[src/hw/rtl/cst_pkg.sv]
// ----------------------------------------------------------------------------
// cst_pkg
// Shared types, codes and constants for the character stream tokenizer.
// ----------------------------------------------------------------------------
`default_nettype none

package cst_pkg;

   // Field widths fixed by the item formats
   localparam int CHAR_BITS  = 8;
   localparam int KIND_BITS  = 4;
   localparam int ERR_BITS   = 2;
   localparam int TPOS_BITS  = 16;
   localparam int CLASS_BITS = 4;

   localparam int POSITION_BITS_DEFAULT = 16;

   // Front/back queue
   localparam int QUEUE_DEPTH = 4;
   localparam int QPTR_BITS   = $clog2(QUEUE_DEPTH);

   // Token kinds
   localparam logic [KIND_BITS-1:0] KIND_EOF     = 4'd0;
   localparam logic [KIND_BITS-1:0] KIND_RPAREN  = 4'd1;
   localparam logic [KIND_BITS-1:0] KIND_LPAREN  = 4'd2;
   localparam logic [KIND_BITS-1:0] KIND_PLUS    = 4'd3;
   localparam logic [KIND_BITS-1:0] KIND_MINUS   = 4'd4;
   localparam logic [KIND_BITS-1:0] KIND_SLASH   = 4'd5;
   localparam logic [KIND_BITS-1:0] KIND_STAR    = 4'd6;
   localparam logic [KIND_BITS-1:0] KIND_SEMI    = 4'd7;
   localparam logic [KIND_BITS-1:0] KIND_LBRACE  = 4'd8;
   localparam logic [KIND_BITS-1:0] KIND_RBRACE  = 4'd9;
   localparam logic [KIND_BITS-1:0] KIND_COMMA   = 4'd10;
   localparam logic [KIND_BITS-1:0] KIND_ASSIGN  = 4'd11;
   localparam logic [KIND_BITS-1:0] KIND_NUMBER  = 4'd12;
   localparam logic [KIND_BITS-1:0] KIND_IDENT   = 4'd13;
   localparam logic [KIND_BITS-1:0] KIND_KEYWORD = 4'd14;
   localparam logic [KIND_BITS-1:0] KIND_ERROR   = 4'd15;

   // Error codes
   localparam logic [ERR_BITS-1:0] ERR_NONE   = 2'd0;
   localparam logic [ERR_BITS-1:0] ERR_NUMBER = 2'd1;
   localparam logic [ERR_BITS-1:0] ERR_CHAR   = 2'd2;

   // Character classes produced by the front end
   localparam logic [CLASS_BITS-1:0] CLS_NEWLINE = 4'd0;
   localparam logic [CLASS_BITS-1:0] CLS_SPACE   = 4'd1;
   localparam logic [CLASS_BITS-1:0] CLS_EOF     = 4'd2;
   localparam logic [CLASS_BITS-1:0] CLS_HASH    = 4'd3;
   localparam logic [CLASS_BITS-1:0] CLS_PUNCT   = 4'd4;
   localparam logic [CLASS_BITS-1:0] CLS_DIGIT   = 4'd5;
   localparam logic [CLASS_BITS-1:0] CLS_DOT     = 4'd6;
   localparam logic [CLASS_BITS-1:0] CLS_ALPHA   = 4'd7;
   localparam logic [CLASS_BITS-1:0] CLS_OTHER   = 4'd8;

   // Special characters
   localparam logic [CHAR_BITS-1:0] CHAR_NUL        = 8'h00;
   localparam logic [CHAR_BITS-1:0] CHAR_BS         = 8'h08;
   localparam logic [CHAR_BITS-1:0] CHAR_TAB        = 8'h09;
   localparam logic [CHAR_BITS-1:0] CHAR_NL         = 8'h0A;
   localparam logic [CHAR_BITS-1:0] CHAR_FF         = 8'h0C;
   localparam logic [CHAR_BITS-1:0] CHAR_CR         = 8'h0D;
   localparam logic [CHAR_BITS-1:0] CHAR_SPACE      = 8'h20;
   localparam logic [CHAR_BITS-1:0] CHAR_HASH       = 8'h23;
   localparam logic [CHAR_BITS-1:0] CHAR_DOT        = 8'h2E;
   localparam logic [CHAR_BITS-1:0] CHAR_UNDERSCORE = 8'h5F;

   // Keyword "float"
   localparam int KEYWORD_LEN = 5;

   function automatic logic [CHAR_BITS-1:0] keyword_char(input logic [2:0] idx);
      logic [CHAR_BITS-1:0] c;
      unique case (idx)
         3'd0:    c = 8'h66;  // f
         3'd1:    c = 8'h6C;  // l
         3'd2:    c = 8'h6F;  // o
         3'd3:    c = 8'h61;  // a
         3'd4:    c = 8'h74;  // t
         default: c = CHAR_NUL;
      endcase
      return c;
   endfunction

   // One classified byte in the front/back queue
   typedef struct packed {
      logic [CHAR_BITS-1:0]  ch;
      logic [CLASS_BITS-1:0] cls;
      logic [KIND_BITS-1:0]  pkind;
   } qentry_type;

   // One result item
   typedef struct packed {
      logic [KIND_BITS-1:0] kind;
      logic [ERR_BITS-1:0]  error_code;
      logic [CHAR_BITS-1:0] char_value;
      logic [TPOS_BITS-1:0] tok_line;
      logic [TPOS_BITS-1:0] tok_column;
      logic [TPOS_BITS-1:0] tok_length;
      logic                 last_of_run;
   } tok_type;

endpackage

`default_nettype wire

[src/hw/rtl/cst_chan_if.sv]
// ----------------------------------------------------------------------------
// cst_chan_if
// Valid/ready channels: source bytes in, tokens out.
// ----------------------------------------------------------------------------
`default_nettype none

interface cst_byte_if;
   import cst_pkg::*;

   logic                 valid;
   logic                 ready;
   logic [CHAR_BITS-1:0] ch;

   modport source (output valid, output ch, input ready);
   modport sink   (input valid, input ch, output ready);
endinterface

interface cst_tok_if;
   import cst_pkg::*;

   logic                 valid;
   logic                 ready;
   logic [KIND_BITS-1:0] kind;
   logic [ERR_BITS-1:0]  error_code;
   logic [CHAR_BITS-1:0] char_value;
   logic [TPOS_BITS-1:0] tok_line;
   logic [TPOS_BITS-1:0] tok_column;
   logic [TPOS_BITS-1:0] tok_length;
   logic                 last_of_run;

   modport source (output valid, output kind, output error_code, output char_value,
                   output tok_line, output tok_column, output tok_length,
                   output last_of_run, input ready);
   modport sink   (input valid, input kind, input error_code, input char_value,
                   input tok_line, input tok_column, input tok_length,
                   input last_of_run, output ready);
endinterface

`default_nettype wire

[src/hw/rtl/cst_front.sv]
// ----------------------------------------------------------------------------
// cst_front
// Accept source bytes and classify them for the scanner.
// ----------------------------------------------------------------------------
`default_nettype none

module cst_front (
   cst_byte_if.sink           req_chan,
   input  wire logic          q_full,
   output logic               q_push,
   output cst_pkg::qentry_type q_data
);
   import cst_pkg::*;

   assign req_chan.ready = !q_full;
   assign q_push         = req_chan.valid && !q_full;

   always_comb begin
      q_data.ch    = req_chan.ch;
      q_data.pkind = KIND_EOF;
      unique case (req_chan.ch) inside
         CHAR_NL:                                      q_data.cls = CLS_NEWLINE;
         CHAR_SPACE, CHAR_TAB, CHAR_FF, CHAR_BS, CHAR_CR: q_data.cls = CLS_SPACE;
         CHAR_NUL:                                     q_data.cls = CLS_EOF;
         CHAR_HASH:                                    q_data.cls = CLS_HASH;
         CHAR_DOT:                                     q_data.cls = CLS_DOT;
         [8'h30:8'h39]:                                q_data.cls = CLS_DIGIT;
         [8'h41:8'h5A], [8'h61:8'h7A], CHAR_UNDERSCORE: q_data.cls = CLS_ALPHA;
         default:                                      q_data.cls = CLS_OTHER;
      endcase
      // Single-character tokens
      unique case (req_chan.ch)
         8'h29:   q_data.pkind = KIND_RPAREN;
         8'h28:   q_data.pkind = KIND_LPAREN;
         8'h2B:   q_data.pkind = KIND_PLUS;
         8'h2D:   q_data.pkind = KIND_MINUS;
         8'h2F:   q_data.pkind = KIND_SLASH;
         8'h2A:   q_data.pkind = KIND_STAR;
         8'h3B:   q_data.pkind = KIND_SEMI;
         8'h7B:   q_data.pkind = KIND_LBRACE;
         8'h7D:   q_data.pkind = KIND_RBRACE;
         8'h2C:   q_data.pkind = KIND_COMMA;
         8'h3D:   q_data.pkind = KIND_ASSIGN;
         default: q_data.pkind = KIND_EOF;
      endcase
      if (q_data.pkind != KIND_EOF) begin
         q_data.cls = CLS_PUNCT;
      end
   end

endmodule

`default_nettype wire

[src/hw/rtl/cst_queue.sv]
// ----------------------------------------------------------------------------
// cst_queue
// Short FIFO of classified bytes between front and back.
// ----------------------------------------------------------------------------
`default_nettype none

module cst_queue (
   input  wire logic               clock,
   input  wire logic               reset,
   input  wire logic               push,
   input  wire cst_pkg::qentry_type push_data,
   output logic                    full,
   input  wire logic               pop,
   output cst_pkg::qentry_type     pop_data,
   output logic                    empty
);
   import cst_pkg::*;

   qentry_type           entry_ff [QUEUE_DEPTH];
   logic [QPTR_BITS-1:0] wr_ptr_ff, wr_ptr_in;
   logic [QPTR_BITS-1:0] rd_ptr_ff, rd_ptr_in;
   logic [QPTR_BITS:0]   count_ff, count_in;
   logic                 do_push, do_pop;

   assign full     = (count_ff == (QPTR_BITS+1)'(QUEUE_DEPTH));
   assign empty    = (count_ff == '0);
   assign do_push  = push && !full;
   assign do_pop   = pop && !empty;
   assign pop_data = entry_ff[rd_ptr_ff];

   always_comb begin
      wr_ptr_in = do_push ? wr_ptr_ff + 1'b1 : wr_ptr_ff;
      rd_ptr_in = do_pop  ? rd_ptr_ff + 1'b1 : rd_ptr_ff;
      count_in  = count_ff;
      if (do_push && !do_pop) begin
         count_in = count_ff + 1'b1;
      end else if (do_pop && !do_push) begin
         count_in = count_ff - 1'b1;
      end
   end

   always_ff @(posedge clock) begin
      if (reset) begin
         wr_ptr_ff <= '0;
         rd_ptr_ff <= '0;
         count_ff  <= '0;
      end else begin
         wr_ptr_ff <= wr_ptr_in;
         rd_ptr_ff <= rd_ptr_in;
         count_ff  <= count_in;
      end
   end

   always_ff @(posedge clock) begin
      if (do_push) begin
         entry_ff[wr_ptr_ff] <= push_data;
      end
   end

endmodule

`default_nettype wire

[src/hw/rtl/cst_back.sv]
// ----------------------------------------------------------------------------
// cst_back
// Scanner state machine and result registers.
// ----------------------------------------------------------------------------
`default_nettype none

module cst_back #(
   parameter int POSITION_BITS = cst_pkg::POSITION_BITS_DEFAULT
) (
   input  wire logic                clock,
   input  wire logic                reset,
   input  wire logic                q_empty,
   input  wire cst_pkg::qentry_type q_data,
   output logic                     q_pop,
   cst_tok_if.source                rsp_chan
);
   import cst_pkg::*;

   localparam int PB = POSITION_BITS;

   localparam logic [2:0] MODE_IDLE    = 3'd0;
   localparam logic [2:0] MODE_NUM     = 3'd1;
   localparam logic [2:0] MODE_IDENT   = 3'd2;
   localparam logic [2:0] MODE_COMMENT = 3'd3;
   localparam logic [2:0] MODE_HALT    = 3'd4;
   localparam logic [2:0] MODE_DONE    = 3'd5;

   localparam logic [PB-1:0] POS_ONE = PB'(1);
   localparam logic [PB-1:0] POS_KW  = PB'(KEYWORD_LEN);

   function automatic logic [PB-1:0] sat_inc(input logic [PB-1:0] v);
      return (&v) ? v : v + POS_ONE;
   endfunction

   // Clamp a position to the 16-bit result field
   function automatic logic [TPOS_BITS-1:0] to_out(input logic [PB-1:0] v);
      logic [PB+TPOS_BITS-1:0] wide;
      wide = {{TPOS_BITS{1'b0}}, v};
      return (wide[PB+TPOS_BITS-1:TPOS_BITS] != '0) ? {TPOS_BITS{1'b1}}
                                                    : wide[TPOS_BITS-1:0];
   endfunction

   function automatic tok_type make_tok(input logic [KIND_BITS-1:0] kind,
                                        input logic [ERR_BITS-1:0]  err,
                                        input logic [CHAR_BITS-1:0] chv,
                                        input logic [PB-1:0]        line,
                                        input logic [PB-1:0]        col,
                                        input logic [PB-1:0]        len);
      tok_type t;
      t.kind        = kind;
      t.error_code  = err;
      t.char_value  = chv;
      t.tok_line    = to_out(line);
      t.tok_column  = to_out(col);
      t.tok_length  = to_out(len);
      t.last_of_run = 1'b0;
      return t;
   endfunction

   // Scanner state
   logic [2:0]    mode_ff,  mode_in;
   logic [PB-1:0] line_ff,  line_in;
   logic [PB-1:0] col_ff,   col_in;
   logic [PB-1:0] start_ff, start_in;
   logic [PB-1:0] len_ff,   len_in;
   logic          dot_ff,   dot_in;
   logic [2:0]    kwp_ff,   kwp_in;
   logic          kwf_ff,   kwf_in;

   // Result registers
   logic    out_valid_ff, out_valid_in;
   tok_type out_data_ff,  out_data_in;
   logic    sec_valid_ff, sec_valid_in;
   tok_type sec_data_ff,  sec_data_in;

   logic          out_free;
   logic [PB-1:0] col_inc;
   logic          run_idle, is_kw;
   logic          a_valid, b_valid;
   tok_type       a_data, b_data, first_data;

   assign out_free = !out_valid_ff || rsp_chan.ready;
   assign q_pop    = !q_empty && out_free && !sec_valid_ff;
   assign col_inc  = sat_inc(col_ff);
   assign is_kw    = !kwf_ff && (kwp_ff == 3'(KEYWORD_LEN)) && (len_ff == POS_KW);

   always_comb begin
      mode_in  = mode_ff;
      line_in  = line_ff;
      col_in   = col_ff;
      start_in = start_ff;
      len_in   = len_ff;
      dot_in   = dot_ff;
      kwp_in   = kwp_ff;
      kwf_in   = kwf_ff;
      run_idle = 1'b0;
      a_valid  = 1'b0;
      b_valid  = 1'b0;
      a_data   = '0;
      b_data   = '0;

      unique case (mode_ff)
         MODE_IDLE: begin
            run_idle = 1'b1;
         end
         MODE_NUM: begin
            if (q_data.cls == CLS_DIGIT || q_data.cls == CLS_DOT) begin
               col_in = col_inc;
               if (q_data.cls == CLS_DOT && dot_ff) begin
                  a_valid = 1'b1;
                  a_data  = make_tok(KIND_ERROR, ERR_NUMBER, q_data.ch, line_ff,
                                     col_inc, POS_ONE);
                  mode_in = MODE_HALT;
               end else begin
                  dot_in = dot_ff || (q_data.cls == CLS_DOT);
                  len_in = sat_inc(len_ff);
               end
            end else begin
               a_valid  = 1'b1;
               a_data   = make_tok(KIND_NUMBER, ERR_NONE, CHAR_NUL, line_ff,
                                   start_ff, len_ff);
               mode_in  = MODE_IDLE;
               run_idle = 1'b1;
            end
         end
         MODE_IDENT: begin
            if (q_data.cls == CLS_ALPHA || q_data.cls == CLS_DIGIT) begin
               col_in = col_inc;
               if (len_ff < POS_KW && q_data.ch == keyword_char(len_ff[2:0])) begin
                  kwp_in = kwp_ff + 1'b1;
               end else begin
                  kwf_in = 1'b1;
               end
               len_in = sat_inc(len_ff);
            end else begin
               a_valid  = 1'b1;
               a_data   = make_tok(is_kw ? KIND_KEYWORD : KIND_IDENT, ERR_NONE,
                                   CHAR_NUL, line_ff, start_ff, len_ff);
               mode_in  = MODE_IDLE;
               run_idle = 1'b1;
            end
         end
         MODE_COMMENT: begin
            if (q_data.cls == CLS_NEWLINE || q_data.cls == CLS_EOF) begin
               mode_in  = MODE_IDLE;
               run_idle = 1'b1;
            end else begin
               col_in = col_inc;
            end
         end
         default: begin
            // halted, done and unused codes: drop the byte
         end
      endcase

      if (run_idle) begin
         if (q_data.cls == CLS_NEWLINE) begin
            col_in  = '0;
            line_in = sat_inc(line_ff);
         end else begin
            col_in = col_inc;
            unique case (q_data.cls) inside
               CLS_EOF: begin
                  b_valid = 1'b1;
                  b_data  = make_tok(KIND_EOF, ERR_NONE, CHAR_NUL, line_ff,
                                     col_inc, '0);
                  mode_in = MODE_DONE;
               end
               CLS_HASH: begin
                  mode_in = MODE_COMMENT;
               end
               CLS_PUNCT: begin
                  b_valid = 1'b1;
                  b_data  = make_tok(q_data.pkind, ERR_NONE, q_data.ch, line_ff,
                                     col_inc, POS_ONE);
               end
               CLS_DIGIT, CLS_DOT: begin
                  mode_in  = MODE_NUM;
                  start_in = col_inc;
                  len_in   = POS_ONE;
                  dot_in   = (q_data.cls == CLS_DOT);
               end
               CLS_ALPHA: begin
                  mode_in  = MODE_IDENT;
                  start_in = col_inc;
                  len_in   = POS_ONE;
                  kwp_in   = (q_data.ch == keyword_char(3'd0)) ? 3'd1 : 3'd0;
                  kwf_in   = (q_data.ch != keyword_char(3'd0));
               end
               CLS_OTHER: begin
                  b_valid = 1'b1;
                  b_data  = make_tok(KIND_ERROR, ERR_CHAR, q_data.ch, line_ff,
                                     col_inc, POS_ONE);
               end
               default: begin
                  // whitespace: skip
               end
            endcase
         end
      end

      first_data             = a_valid ? a_data : b_data;
      first_data.last_of_run = !(a_valid && b_valid);
      b_data.last_of_run     = 1'b1;
   end

   // Result registers: a second result waits in its own slot
   always_comb begin
      out_valid_in = out_valid_ff;
      out_data_in  = out_data_ff;
      sec_valid_in = sec_valid_ff;
      sec_data_in  = sec_data_ff;
      if (out_free) begin
         if (sec_valid_ff) begin
            out_valid_in = 1'b1;
            out_data_in  = sec_data_ff;
            sec_valid_in = 1'b0;
         end else if (q_pop && (a_valid || b_valid)) begin
            out_valid_in = 1'b1;
            out_data_in  = first_data;
            sec_valid_in = a_valid && b_valid;
            sec_data_in  = b_data;
         end else begin
            out_valid_in = 1'b0;
         end
      end
   end

   always_ff @(posedge clock) begin
      if (reset) begin
         mode_ff      <= MODE_IDLE;
         line_ff      <= POS_ONE;
         col_ff       <= '0;
         start_ff     <= '0;
         len_ff       <= '0;
         dot_ff       <= 1'b0;
         kwp_ff       <= '0;
         kwf_ff       <= 1'b0;
         out_valid_ff <= 1'b0;
         sec_valid_ff <= 1'b0;
      end else begin
         if (q_pop) begin
            mode_ff  <= mode_in;
            line_ff  <= line_in;
            col_ff   <= col_in;
            start_ff <= start_in;
            len_ff   <= len_in;
            dot_ff   <= dot_in;
            kwp_ff   <= kwp_in;
            kwf_ff   <= kwf_in;
         end
         out_valid_ff <= out_valid_in;
         sec_valid_ff <= sec_valid_in;
      end
   end

   always_ff @(posedge clock) begin
      out_data_ff <= out_data_in;
      sec_data_ff <= sec_data_in;
   end

   assign rsp_chan.valid       = out_valid_ff;
   assign rsp_chan.kind        = out_data_ff.kind;
   assign rsp_chan.error_code  = out_data_ff.error_code;
   assign rsp_chan.char_value  = out_data_ff.char_value;
   assign rsp_chan.tok_line    = out_data_ff.tok_line;
   assign rsp_chan.tok_column  = out_data_ff.tok_column;
   assign rsp_chan.tok_length  = out_data_ff.tok_length;
   assign rsp_chan.last_of_run = out_data_ff.last_of_run;

endmodule

`default_nettype wire

[src/hw/rtl/char_stream_tokenizer_top.sv]
// ----------------------------------------------------------------------------
// char_stream_tokenizer_top
// Byte-stream lexer: source text in, positioned tokens out.
// ----------------------------------------------------------------------------
// Feed source text one byte per item on req_chan; a zero byte ends the
// stream. Tokens come out on rsp_chan with kind, error code, character (for
// single-character tokens and errors), line, one-based start column and
// length, all clamped to 16 bits. A byte that closes a number or identifier
// and is itself a token yields two items; last_of_run marks the final item
// of each byte. The block takes one byte per cycle while each byte gives at
// most one token and the output is not stalled; a byte that gives two
// holds the scanner until its second token moves into the result register,
// since that register delivers one token per cycle. A front end classifies
// bytes into a four-entry queue, so input keeps flowing during short output
// stalls. After the end-of-input token, or after a second dot in a number
// (reported as an error), further bytes are accepted and dropped until
// reset. Line and column counters are POSITION_BITS wide and saturate.
// ----------------------------------------------------------------------------
`default_nettype none

module char_stream_tokenizer_top #(
   parameter int POSITION_BITS = cst_pkg::POSITION_BITS_DEFAULT
) (
   input  wire logic clock,
   input  wire logic reset,
   cst_byte_if.sink  req_chan,
   cst_tok_if.source rsp_chan
);
   import cst_pkg::*;

   // Front to queue
   logic       push;
   qentry_type push_data;
   logic       q_full;

   // Queue to back
   logic       pop;
   qentry_type pop_data;
   logic       q_empty;

   // Classify and accept bytes
   cst_front u_front (
      .req_chan (req_chan),
      .q_full   (q_full),
      .q_push   (push),
      .q_data   (push_data)
   );

   // Decouple the two halves
   cst_queue u_queue (
      .clock     (clock),
      .reset     (reset),
      .push      (push),
      .push_data (push_data),
      .full      (q_full),
      .pop       (pop),
      .pop_data  (pop_data),
      .empty     (q_empty)
   );

   // Scan and emit tokens
   cst_back #(
      .POSITION_BITS (POSITION_BITS)
   ) u_back (
      .clock    (clock),
      .reset    (reset),
      .q_empty  (q_empty),
      .q_data   (pop_data),
      .q_pop    (pop),
      .rsp_chan (rsp_chan)
   );

endmodule

`default_nettype wire
[src/flat_wrapper.sv]
// flat-port wrapper written by rule: the top's interface ports become plain ports
module char_stream_tokenizer_top_flat import cst_pkg::*;
#(
   parameter int POSITION_BITS = cst_pkg::POSITION_BITS_DEFAULT
)
  (clock, reset, req_chan_valid, req_chan_ch, req_chan_ready, rsp_chan_valid, rsp_chan_kind, rsp_chan_error_code, rsp_chan_char_value, rsp_chan_tok_line, rsp_chan_tok_column, rsp_chan_tok_length, rsp_chan_last_of_run, rsp_chan_ready);
  cst_byte_if req_chan_i ();
  cst_tok_if rsp_chan_i ();
  input  wire logic clock;
  input  wire logic reset;
  input wire logic [$bits(req_chan_i.valid)-1:0] req_chan_valid;
  input wire logic [$bits(req_chan_i.ch)-1:0] req_chan_ch;
  output wire logic [$bits(req_chan_i.ready)-1:0] req_chan_ready;
  output wire logic [$bits(rsp_chan_i.valid)-1:0] rsp_chan_valid;
  output wire logic [$bits(rsp_chan_i.kind)-1:0] rsp_chan_kind;
  output wire logic [$bits(rsp_chan_i.error_code)-1:0] rsp_chan_error_code;
  output wire logic [$bits(rsp_chan_i.char_value)-1:0] rsp_chan_char_value;
  output wire logic [$bits(rsp_chan_i.tok_line)-1:0] rsp_chan_tok_line;
  output wire logic [$bits(rsp_chan_i.tok_column)-1:0] rsp_chan_tok_column;
  output wire logic [$bits(rsp_chan_i.tok_length)-1:0] rsp_chan_tok_length;
  output wire logic [$bits(rsp_chan_i.last_of_run)-1:0] rsp_chan_last_of_run;
  input wire logic [$bits(rsp_chan_i.ready)-1:0] rsp_chan_ready;
  assign req_chan_i.valid = req_chan_valid;
  assign req_chan_i.ch = req_chan_ch;
  assign req_chan_ready = req_chan_i.ready;
  assign rsp_chan_valid = rsp_chan_i.valid;
  assign rsp_chan_kind = rsp_chan_i.kind;
  assign rsp_chan_error_code = rsp_chan_i.error_code;
  assign rsp_chan_char_value = rsp_chan_i.char_value;
  assign rsp_chan_tok_line = rsp_chan_i.tok_line;
  assign rsp_chan_tok_column = rsp_chan_i.tok_column;
  assign rsp_chan_tok_length = rsp_chan_i.tok_length;
  assign rsp_chan_last_of_run = rsp_chan_i.last_of_run;
  assign rsp_chan_i.ready = rsp_chan_ready;
  char_stream_tokenizer_top #(.POSITION_BITS(POSITION_BITS)) u_core (.clock(clock), .reset(reset), .req_chan(req_chan_i), .rsp_chan(rsp_chan_i));
endmodule
[config.mk]
export PLATFORM = sky130hd
export DESIGN_NAME = char_stream_tokenizer_top_flat
export DESIGN_NICKNAME = d
export VERILOG_FILES = /design/src/hw/rtl/cst_pkg.sv /design/src/hw/rtl/cst_chan_if.sv /design/src/hw/rtl/cst_front.sv /design/src/hw/rtl/cst_queue.sv /design/src/hw/rtl/cst_back.sv /design/src/hw/rtl/char_stream_tokenizer_top.sv /design/src/flat_wrapper.sv
export SDC_FILE = /design/constraint.sdc
export NUM_CORES = 1
export LEC_CHECK = 0
export ABC_AREA = 1
export BUFFER_PORTS_ARGS = -buffer_cell sky130_fd_sc_hd__buf_2
export CORE_ASPECT_RATIO = 1.75
export CORE_MARGIN = 3
export CORE_UTILIZATION = 30
export CTS_CLUSTER_SIZE = 24
export DETAILED_ROUTE_END_ITERATION = 10
export GPL_ROUTABILITY_DRIVEN = 0
export PLACE_DENSITY = 0.5
export SLEW_MARGIN = 5
export SYNTH_ARGS = -nofsm -noshare
export SYNTH_HDL_FRONTEND = slang
export SYNTH_SLANG_ARGS = --single-unit
[constraint.sdc]
create_clock -name clock -period 11.25 [get_ports clock]
set_clock_uncertainty 0.2 [all_clocks]
set_input_delay 2.25 -clock clock [delete_from_list [all_inputs] [get_ports clock]]
set_output_delay 2.25 -clock clock [all_outputs]
set_load 0.02 [all_outputs]
==> flow_metrics.py <==
metrics = {
    "power": {
        "peakVddDrop_mv": 0.153,
        "p_per_area_nw_per_um2": 256,
        "p_comb_share_pct": 38.1,
        "switching_share_pct": 41.4,
        "power_frac_seq_pct": 39.9,
        "p_leak_nw": 5.45,
        "intPower_mw": 2.14,
        "finalPower_mw": 3.66,
        "clkPwrFrac_pct": 22.0,
        "p_sw_mw": 1.51,
    },
    "grt": {
        "grt_pass1_wl_um": 53800,
        "grt_max_degree": 64,
        "grt_overflow_total": 0,
        "met1_usage_pct": 14.6,
        "track_usage_pct": 15.1,
        "grt_use_met3_pct": 1.64,
        "grt.busiest_layer": "met2",
        "grt_pass1_vias": 10079,
        "antenna_found_initial": 0,
        "grt_use_met2_pct": 30.8,
    },
    "placement": {
        "dp.cells": 2060,
        "placed_area_um2": 13500,
        "dpl.hpwl_um": 24500,
        "io_buffers": 76,
        "dp_slack_ps": 6440,
    },
    "finish": {
        "finalNonFillerCells": 2106,
        "diodes": 0,
        "post-route-util_pct": 34.7,
        "fill_cells": 4307,
        "nets": 1564,
        "area_growth_syn_to_layout_pct": 13.0,
        "final_area_um2": 14300,
        "drive_gt1_share_pct": 11.7,
    },
    "min_path": {
        "hp-start": "u_core.u_back.start_ff[12]$_SDFFE_PP0P_",
        "hold_class": "reg2reg",
    },
    "clock_tree": {
        "cts_setup_buffers": 0,
        "cts_sinks": 256,
        "cts_buffer_depth": 3,
        "cts_buffers": 25,
        "worstSkewPairLatency_ps": 550,
        "cts-hold-fix-buffers": 0,
        "cts_tree": "done",
        "cts_resized": 0,
        "cts-root-buf": "clkbuf_16",
        "htree_levels": 1,
        "cts.clk_slew.worst_paths_ps": 70,
    },
    "die": {
        "die_y_um": 278,
        "start_util_pct": 30.7,
        "rows": 98,
        "io_pins": 77,
        "die_x_um": 161,
        "die_area_um2": 44800,
        "core_um2": 41200,
    },
    "timing": {
        "tightest_slew_ps": 1000,
        "relSlewSlack_pct": 33.1,
        "setup_viol": 0,
        "max_freq_mhz": 227,
        "rsz0062_at_grt": "no",
        "drv_slew": 0,
        "fin_crit_ps": 4410,
        "finalCritPeriodShare_pct": 39.2,
        "hold_violations": 0,
        "setup_ws_ps": 6840,
        "holdWs_ps": 258,
        "tns_ps": 0,
    },
    "drt": {
        "drt_iter0_markers": 565,
        "vias": 10016,
        "drt_wl_total_um": 34200,
        "drc_errors": 0,
        "drtAntennaViolNets": 0,
        "vias_per_cell": 4.76,
        "firstDrtPassIters": 5,
        "avgRoutedWirePerCell_um": 16.2,
    },
    "critical_path": {
        "cpMaxStageDelayCell": "buf_4",
        "arrival_ps": 4460,
        "worst_ep_required_time_ps": 11290,
        "end_kind": "register",
        "cp_cell_sequence": "buf_4, inv_6, nand2_1, nand2_1, nand2_1, nand2_1, nor2_4, nand2_2, nand2_4, nand2_2, inv_2, nand2_2, o21ai_4, nand2_4, nand2_1, clkinv_1, buf_4",
        "critPathMaxStageDelay_ps": 470,
        "critical_path.top_delay_family": "simple AND/OR/NAND/NOR gates",
        "cp-start-kind": "register",
        "criticalPathCategory": "reg2reg",
        "cp_max_fo": 35,
        "cpMostUsedCell": "nand2_1",
        "critical_path_buf_inv_count": 5,
    },
    "logic_synthesis": {
        "syn_area_um2": 12600,
        "synth-main-ff-cell": "edfxtp_1",
        "avgSynthCellArea_um2": 8.58,
        "yosysUniqueCellTypes": 45,
        "ys_ff_latch": 256,
        "ys_warn_count": 0,
        "synth_edf_count": 173,
        "synth_nets": 1501,
        "ys_seq_area_share_pct": 54.2,
        "synth-async-reset-ratio_pct": 0,
        "syn_inst": 1474,
    },
    "job": {
        "cap_violations": 0,
    },
    "outcome": {
        "outcome": "finished, final reports clean",
    },
}
## final cells by class
type	count	area, µm²	share of cell area [%]
clock buffer	35	673	4.71
clock inverter	11	83.8	0.586
inverter	158	598	4.18
multi-input combinational	1008	4920	34.4
sequential	256	6860	48.0
tap	550	688	4.81
timing repair buffer	88	470	3.29
## registers in the layout, indices dropped and copies added, names as in the netlist, 2 cells and up, named ones only
register and flops:
u_core.u_queue.rd_ptr_ff 2, u_core.u_queue.entry_ff 64, u_core.u_back.rsp_chan.tok_line 16, u_core.u_back.rsp_chan.tok_length 16
u_core.u_back.rsp_chan.tok_column 16, u_core.u_back.line_ff 16, u_core.u_back.kwp_ff 3, u_core.u_back.rsp_chan.error_code 2
u_core.u_back.start_ff 16, u_core.u_queue.count_ff 3, u_core.u_back.rsp_chan.char_value 8, u_core.u_back.mode_ff 3
u_core.u_back.len_ff 16, u_core.u_back.rsp_chan.kind 4, u_core.u_back.sec_data_ff 46, u_core.u_queue.wr_ptr_ff 2
u_core.u_back.col_ff 16
## cell usage after synthesis, types with 6 or more instances
library cell / number / area share (%)
nand2_1: 394 / 12
edfxtp_1: 173 / 41
nor2_1: 145 / 4.3
inv_1: 140 / 4.2
nand3_1: 116 / 4.6
a21oi_1: 83 / 3.3
dfxtp_1: 83 / 13
o21ai_0: 63 / 2.5
nor3_1: 35 / 1.4
xor2_1: 27 / 1.9
clkbuf_1: 23 / 0.68
nand4_1: 18 / 0.89
o211ai_1: 16 / 0.95
ha_1: 14 / 1.4
inv_2: 14 / 0.42
nand2_2: 14 / 0.69
o21ai_1: 13 / 0.51
a22oi_1: 12 / 0.71
buf_2: 12 / 0.47
o22ai_1: 10 / 0.49
buf_6: 9 / 0.80
nor2_2: 6 / 0.30
nor4_1: 6 / 0.30
## power by group through the flow
stage	clock [mW]	sequential, mW	combinational [mW]
2_1_floorplan	0	1.66	0.830
3_3_place_gp	0	1.48	1.41
3_5_place_dp	0	1.48	1.42
4_1_cts	0.829	1.46	1.42
5_1_grt	0.861	1.49	1.53
6_report	0.803	1.46	1.39
## final timing paths
check	depth (start not counted)	endpoint	slack (ps)
setup / recovery	17	u_core.u_back.sec_data_ff[55]$_DFFE_PP_	6840
hold / removal	2	u_core.u_back.start_ff[12]$_SDFFE_PP0P_	260
setup reg to reg	17	u_core.u_back.sec_data_ff[55]$_DFFE_PP_	6840
hold reg to reg	2	u_core.u_back.start_ff[12]$_SDFFE_PP0P_	260
## layout by cell type (no fill, tap or decap), types with 13 or more instances in the layout
cell type and instances:
o21ai_1 13, inv_2 14, nand3_1 116, xor2_1 27
dfxtp_1 82, nor3_1 34, edfxtp_1 173, nand4_1 18
inv_1 139, clkbuf_16 25, o21ai_0 62, ha_1 14
nor2_1 141, a21oi_1 83, nand2_2 14, o211ai_1 16
nand2_1 394, buf_2 76
## tightest hold or removal path, cell delays in order (launching register included)
cell,delay [ps]
dfxtp_1,300
inv_1,60
a21oi_1,50
## routing by layer
layer,up-vias,wire [µm]
met2,200,19400
met1,4710,12200
li1,5039,-
met4,0,1530
met5,-,0
met3,67,1030
## cells by family (layout without fill, tap and decap cells)
family,Yosys count,after routing,synth area share [%]
compound gates,210,210,9.50
fa+ha+maj,15,15,1.54
simple gates,754,754,25.7
buf+inv,210,292,7.07
flops,256,256,54.2
xor+xnor,29,29,2.01
No activity file was read; power rests on OpenSTA's default activity.
